<file path="src/hw/rtl/grbf_pkg.sv">
// Shared types, constants and the exp bit-weight table for the Gaussian RBF grid evaluator.
package grbf_pkg;

	localparam int MAX_CENTERS  = 64;
	localparam int WEIGHT_DEPTH = 1024;
	localparam int LEVELS       = 3;

	localparam int CIDX_W  = $clog2(MAX_CENTERS);
	localparam int CRNG_W  = CIDX_W + 1;
	localparam int WIDX_W  = $clog2(WEIGHT_DEPTH);
	localparam int LVL_W   = 2;
	localparam int SIZE_W  = 11;
	localparam int INV_W   = 24;
	localparam int COORD_W = 17;
	localparam int WGT_W   = 32;
	localparam int SUM_W   = 48;
	localparam int DIV_N_W = 27;
	localparam int DIV_D_W = SIZE_W + 1;
	localparam int EXP_STEPS = 20;
	localparam int IN_DATA_W  = 104;
	localparam int OUT_DATA_W = 48;
	localparam int CFG_ADDR_W = 3;

	typedef enum logic [1:0] {
		KIND_CENTER = 2'd0,
		KIND_WEIGHT = 2'd1,
		KIND_QUERY  = 2'd2,
		KIND_NONE   = 2'd3
	} kind_t;

	typedef enum logic [CFG_ADDR_W-1:0] {
		REG_GRID_X   = 3'd0,
		REG_GRID_Y   = 3'd1,
		REG_WEIGHT_X = 3'd2,
		REG_WEIGHT_Y = 3'd3,
		REG_INV_SIG  = 3'd4
	} reg_idx_t;

	typedef struct packed {
		logic [SIZE_W-1:0] grid_x_size;
		logic [SIZE_W-1:0] grid_y_size;
		logic [SIZE_W-1:0] weight_x_size;
		logic [SIZE_W-1:0] weight_y_size;
		logic [INV_W-1:0]  inv_sigma_sq;
	} cfg_t;

	// packed so that bit 0 of the struct is bit 0 of tdata
	typedef struct packed {
		logic [9:0]         point_y;
		logic [9:0]         point_x;
		logic [WGT_W-1:0]   weight_value;
		logic [LVL_W-1:0]   level_z;
		logic [COORD_W-1:0] center_y;
		logic [COORD_W-1:0] center_x;
		logic [9:0]         slot_index;
	} item_t;

	typedef struct packed {
		logic accept;
		logic start;
		logic div_step;
		logic cen_rd;
		logic sub;
		logic sq;
		logic sum;
		logic mul;
		logic idx;
		logic exp_step;
		logic gmul;
		logic acc;
		logic push;
	} cmd_t;

	typedef struct packed {
		logic div_done;
		logic empty;
		logic exp_done;
		logic last_center;
	} sts_t;

	// round(2^30 * exp(-2^(b-16)))
	function automatic logic [29:0] exp_bit(input logic [4:0] b);
		logic [29:0] k;
		unique case (b)
			5'd0:  k = 30'd1073725440;
			5'd1:  k = 30'd1073709056;
			5'd2:  k = 30'd1073676290;
			5'd3:  k = 30'd1073610760;
			5'd4:  k = 30'd1073479712;
			5'd5:  k = 30'd1073217664;
			5'd6:  k = 30'd1072693760;
			5'd7:  k = 30'd1071646719;
			5'd8:  k = 30'd1069555701;
			5'd9:  k = 30'd1065385899;
			5'd10: k = 30'd1057095000;
			5'd11: k = 30'd1040706261;
			5'd12: k = 30'd1008687096;
			5'd13: k = 30'd947573834;
			5'd14: k = 30'd836230973;
			5'd15: k = 30'd651257337;
			5'd16: k = 30'd395007542;
			5'd17: k = 30'd145315154;
			5'd18: k = 30'd19666268;
			5'd19: k = 30'd360200;
			default: k = 30'd0;
		endcase
		return k;
	endfunction

endpackage

</file>
<file path="src/hw/rtl/grbf_ctrl.sv">
// Sequencer: accepts beats, steps the datapath through divide, per-center and output phases.
module grbf_ctrl
	import grbf_pkg::*;
(
	input  logic clk,
	input  logic arst_n,
	input  logic in_valid,
	input  logic in_is_query,
	input  sts_t sts,
	input  logic out_free,
	output logic in_ready,
	output cmd_t cmd
);

	typedef enum logic [11:0] {
		ST_IDLE = 12'b0000_0000_0001,
		ST_DIV  = 12'b0000_0000_0010,
		ST_CRD  = 12'b0000_0000_0100,
		ST_CSUB = 12'b0000_0000_1000,
		ST_SQ   = 12'b0000_0001_0000,
		ST_SUM  = 12'b0000_0010_0000,
		ST_MUL  = 12'b0000_0100_0000,
		ST_IDX  = 12'b0000_1000_0000,
		ST_EXP  = 12'b0001_0000_0000,
		ST_GMUL = 12'b0010_0000_0000,
		ST_ACC  = 12'b0100_0000_0000,
		ST_DONE = 12'b1000_0000_0000
	} state_t;

	state_t state_q, state_d;

	always_comb begin
		state_d  = state_q;
		cmd      = '0;
		in_ready = 1'b0;
		unique case (state_q)
			ST_IDLE: begin
				in_ready   = 1'b1;
				cmd.accept = in_valid;
				if (in_valid && in_is_query) begin
					cmd.start = 1'b1;
					state_d   = ST_DIV;
				end
			end
			ST_DIV: begin
				cmd.div_step = 1'b1;
				if (sts.div_done) begin
					state_d = sts.empty ? ST_DONE : ST_CRD;
				end
			end
			ST_CRD: begin
				cmd.cen_rd = 1'b1;
				state_d    = ST_CSUB;
			end
			ST_CSUB: begin
				cmd.sub = 1'b1;
				state_d = ST_SQ;
			end
			ST_SQ: begin
				cmd.sq  = 1'b1;
				state_d = ST_SUM;
			end
			ST_SUM: begin
				cmd.sum = 1'b1;
				state_d = ST_MUL;
			end
			ST_MUL: begin
				cmd.mul = 1'b1;
				state_d = ST_IDX;
			end
			ST_IDX: begin
				cmd.idx = 1'b1;
				state_d = ST_EXP;
			end
			ST_EXP: begin
				cmd.exp_step = 1'b1;
				if (sts.exp_done) begin
					state_d = ST_GMUL;
				end
			end
			ST_GMUL: begin
				cmd.gmul = 1'b1;
				state_d  = ST_ACC;
			end
			ST_ACC: begin
				cmd.acc = 1'b1;
				state_d = sts.last_center ? ST_DONE : ST_CRD;
			end
			ST_DONE: begin
				if (out_free) begin
					cmd.push = 1'b1;
					state_d  = ST_IDLE;
				end
			end
			default: state_d = ST_IDLE;
		endcase
	end

	always_ff @(posedge clk or negedge arst_n) begin
		if (!arst_n) begin
			state_q <= ST_IDLE;
		end else begin
			state_q <= state_d;
		end
	end

endmodule

</file>
<file path="config.mk">
export PLATFORM = sky130hd
export DESIGN_NAME = grbf_ctrl
export DESIGN_NICKNAME = d
export VERILOG_FILES = /design/src/hw/rtl/grbf_pkg.sv /design/src/hw/rtl/grbf_ctrl.sv
export SDC_FILE = /design/constraint.sdc
export NUM_CORES = 1
export LEC_CHECK = 0
export BUFFER_PORTS_ARGS = -buffer_cell sky130_fd_sc_hd__buf_2
export CORE_MARGIN = 2
export CORE_UTILIZATION = 54
export CTS_CLUSTER_SIZE = 8
export DETAILED_ROUTE_END_ITERATION = 8
export PLACE_DENSITY = 0.85
export RECOVER_POWER = 100
export SLEW_MARGIN = 20
export SYNTH_ARGS = -nofsm -noshare
export SYNTH_HDL_FRONTEND = slang
export SYNTH_SLANG_ARGS = --single-unit
export TNS_END_PERCENT = 20
</file>
<file path="constraint.sdc">
create_clock -name clk -period 5.15 [get_ports clk]
set_clock_uncertainty 0.05 [all_clocks]
set_input_delay 0.2575 -clock clk [delete_from_list [all_inputs] [get_ports clk]]
set_output_delay 0.2575 -clock clk [all_outputs]
set_load 0.05 [all_outputs]
</file>
==> results.cfg <==
[sta]
rsz0062_at_grt = false
final.setup.worst_slack_ns = 2.27
max_slew_margin_pct = 56.4
final_min_period_over_clock_period_pct = 55.9
fmaxAchievable_ghz = 0.348
fin_tns_setup_ns = 0
min_tclk_post_route_ns = 2.88
number_of_hold_violations_in_the_final_report = 0
fin_hold_ws_ns = 0.129
finalMaxSlewViolations = 0
worst_slew_pin_slew_ns = 0.654
setup_viol = 0

[synth]
synthesis.instances = 90
synth.area.top_cells = dfrtp_1 (32%), nor2_1 (6.6%), nand2b_1 (4.4%), or4_4 (3.9%), or4b_1 (3.5%)
synth-edff-count = 0
async_reset_ff_share_pct = 100
synthesis.nets = 99
synth_area_leader_cell = dfrtp_1
synth_most_common_cell = nor2_1
most_used_flip_flop_cell_after_synthesis = dfrtp_1
synth.top_cells.by_count = nor2_1 (15), dfrtp_1 (11), nand2b_1 (6)
syn_area_per_cell_sq_um = 9.52
yosys_register_bits = 12
yosys_top_cell_area_share_pct = 32.1
syn_area_sq_um = 857
post_synth_cell_types = 37
yosys_warnings = 0
seq_area_frac_synth_pct = 35.2

[cts]
clkSinkCount = 12
cts-resized-gates = 0
clk_pin_slew_worst_paths_ns = 0.07
cts_root_buffer = clkbuf_4
clock_tree.htree_level_count = 1
cts_tree = built
clock_path_buffers = 2
cts_buffers = 3
insertion_delay_ns = 0.28

[hold_path]
hp-class = input port to flip-flop

[global_routing]
gr-total-overflow = 0
antenna_found_initial = 0
number_of_global_route_vias_before_repair = 714
global_route.usage.met3_pct = 4.17
global_route_wire_length_before_repair_um = 3080
grt_start_max_net_pins = 13
groute.layer.met1.usage_pct = 29.9
met2_usage_pct = 34.7
grt_overall_usage_pct = 22.3
busiest_layer = met2

[critical_path]
crit_required_ns = 4.84
worst_setup_path_end_kind = output pin
start_kind = flip-flop
worstPathMaxFanout = 7
crit_type = flip-flop to output pin
arrival_ns = 2.57

[outcome]
outcome = complete, no violations

[placed_design]
hpwl_after_detailed_placement_um = 1450
placement.setup.worst_slack_ns = 2.99
routabilityCongestion = 0.838
place.port_buffers = 22

[power]
p_leak_uw = 0.000416
total_power_uw = 347
power-per-cell-area_nw_per_um2 = 368
ir_drop_uv = 311

[final_layout]
largest_register_ff_count = 12
diodes = 0
layout.nets = 125
largest_register_by_flop_count = state_q
post_route_cells_drive_above_1_share_pct = 19.1
area_growth_pct = 9.93
largestRegisters = state_q: 12 flops

[detailed_routing]
final_ant_viol_nets = 0
drt_iter0_markers = 8
drc = 0
post_drt_via_cell_ratio = 5.79
drt_pre_antenna_iters = 4
routed_wirelength_um = 1860
post_drt_wl_per_cell_um = 14.2
detailroute.via_count = 758

[die]
top_level_pins = 23
die_h_um = 43.8
die-area_sq_um = 1920
chipWidth_um = 43.8
start_util_pct = 57.6
num_rows = 14
core_area_sq_um = 1490

[job]
cap_viol_max_count = 0
## per-layer routing
layer | vias up | part of all wire [%] | wire [um]
li1 | 381 | - | -
met3 | 5 | 4.5 | 83
met1 | 351 | 45 | 830
met4 | 0 | 2.1 | 40
met2 | 21 | 49 | 907
met5 | - | 0 | 0
## worst max-delay path: stages (launching register included)
cell and delay (ns):
dfrtp_1 0.43, or4_1 0.65, nor3_1 0.46, and3_4 0.28, clkbuf_1 0.47
## timing repair
action                    CTS  global route
hold endpoints to repair   11             0
setup buffers               0             0
hold buffers                1             0
## path summary, 6_finish.rpt
check | from | endpoint | slack [ns] | depth (start not counted)
setup / recovery | state_q[4] | cmd[1] | 2.27 | 4
hold / removal | sts[1] | state_q[8] | 0.13 | 2
setup reg to reg | state_q[4] | state_q[11] | 2.85 | 5
hold reg to reg | state_q[4] | state_q[7] | 0.50 | 1
max in group asynchronous | arst_n | state_q[9] | 4.17 | 2
min in group asynchronous | arst_n | state_q[2] | 0.46 | 2
## cell usage in the layout, fill, tap and decap left out, drive strengths merged, types with 2 or more instances in the layout
cell / instances
or4: 3
nor4: 3
a21oi: 4
clkbuf: 18
o21ai: 4
nor3b: 4
nor3: 5
nand2b: 7
inv: 3
nor2: 17
dfrtp: 11
buf: 8
or4b: 3
or3b: 2
xor2: 2
xnor2: 2
nand3: 3
nand2: 4
nand4b: 2
## stage by stage
step / cell area [sq um] / instances / util (%)
6_report: 942 / 131 / 63.3
5_1_grt: 942 / 131 / 63.3
4_1_cts: 1020 / 131 / 68.6
3_5_place_dp: 975 / 126 / 65.5
3_3_place_gp: 975 / 126 / 65.5
2_1_floorplan: 857 / 90 / -
## power by group
group          total (uW)  internal (uW)  switching, uW
Clock                76.1           43.0           33.0
Sequential            116            105           11.7
Combinational         154           44.0            110
Total                 347            192            155
## cell families (layout without fill, tap and decap cells)
group	after synthesis	count (layout)	share of synthesized area, %
xor gates and xnor gates	4	4	4.09
and+or+nand+nor	56	56	47.2
AOI/OAI and AO/OA	13	13	10.8
buffers and inverters	5	30	2.77
DFF	12	12	35.2
## area by class of cell
type | instances | area [sq um]
fill | 150 | 547
multi-input combinational | 73 | 470
sequential | 12 | 302
timing repair buffer | 23 | 103
clock buffer | 4 | 36.3
tap | 16 | 20.0
inverter | 3 | 11.3
(Power assumes the default switching activity.)
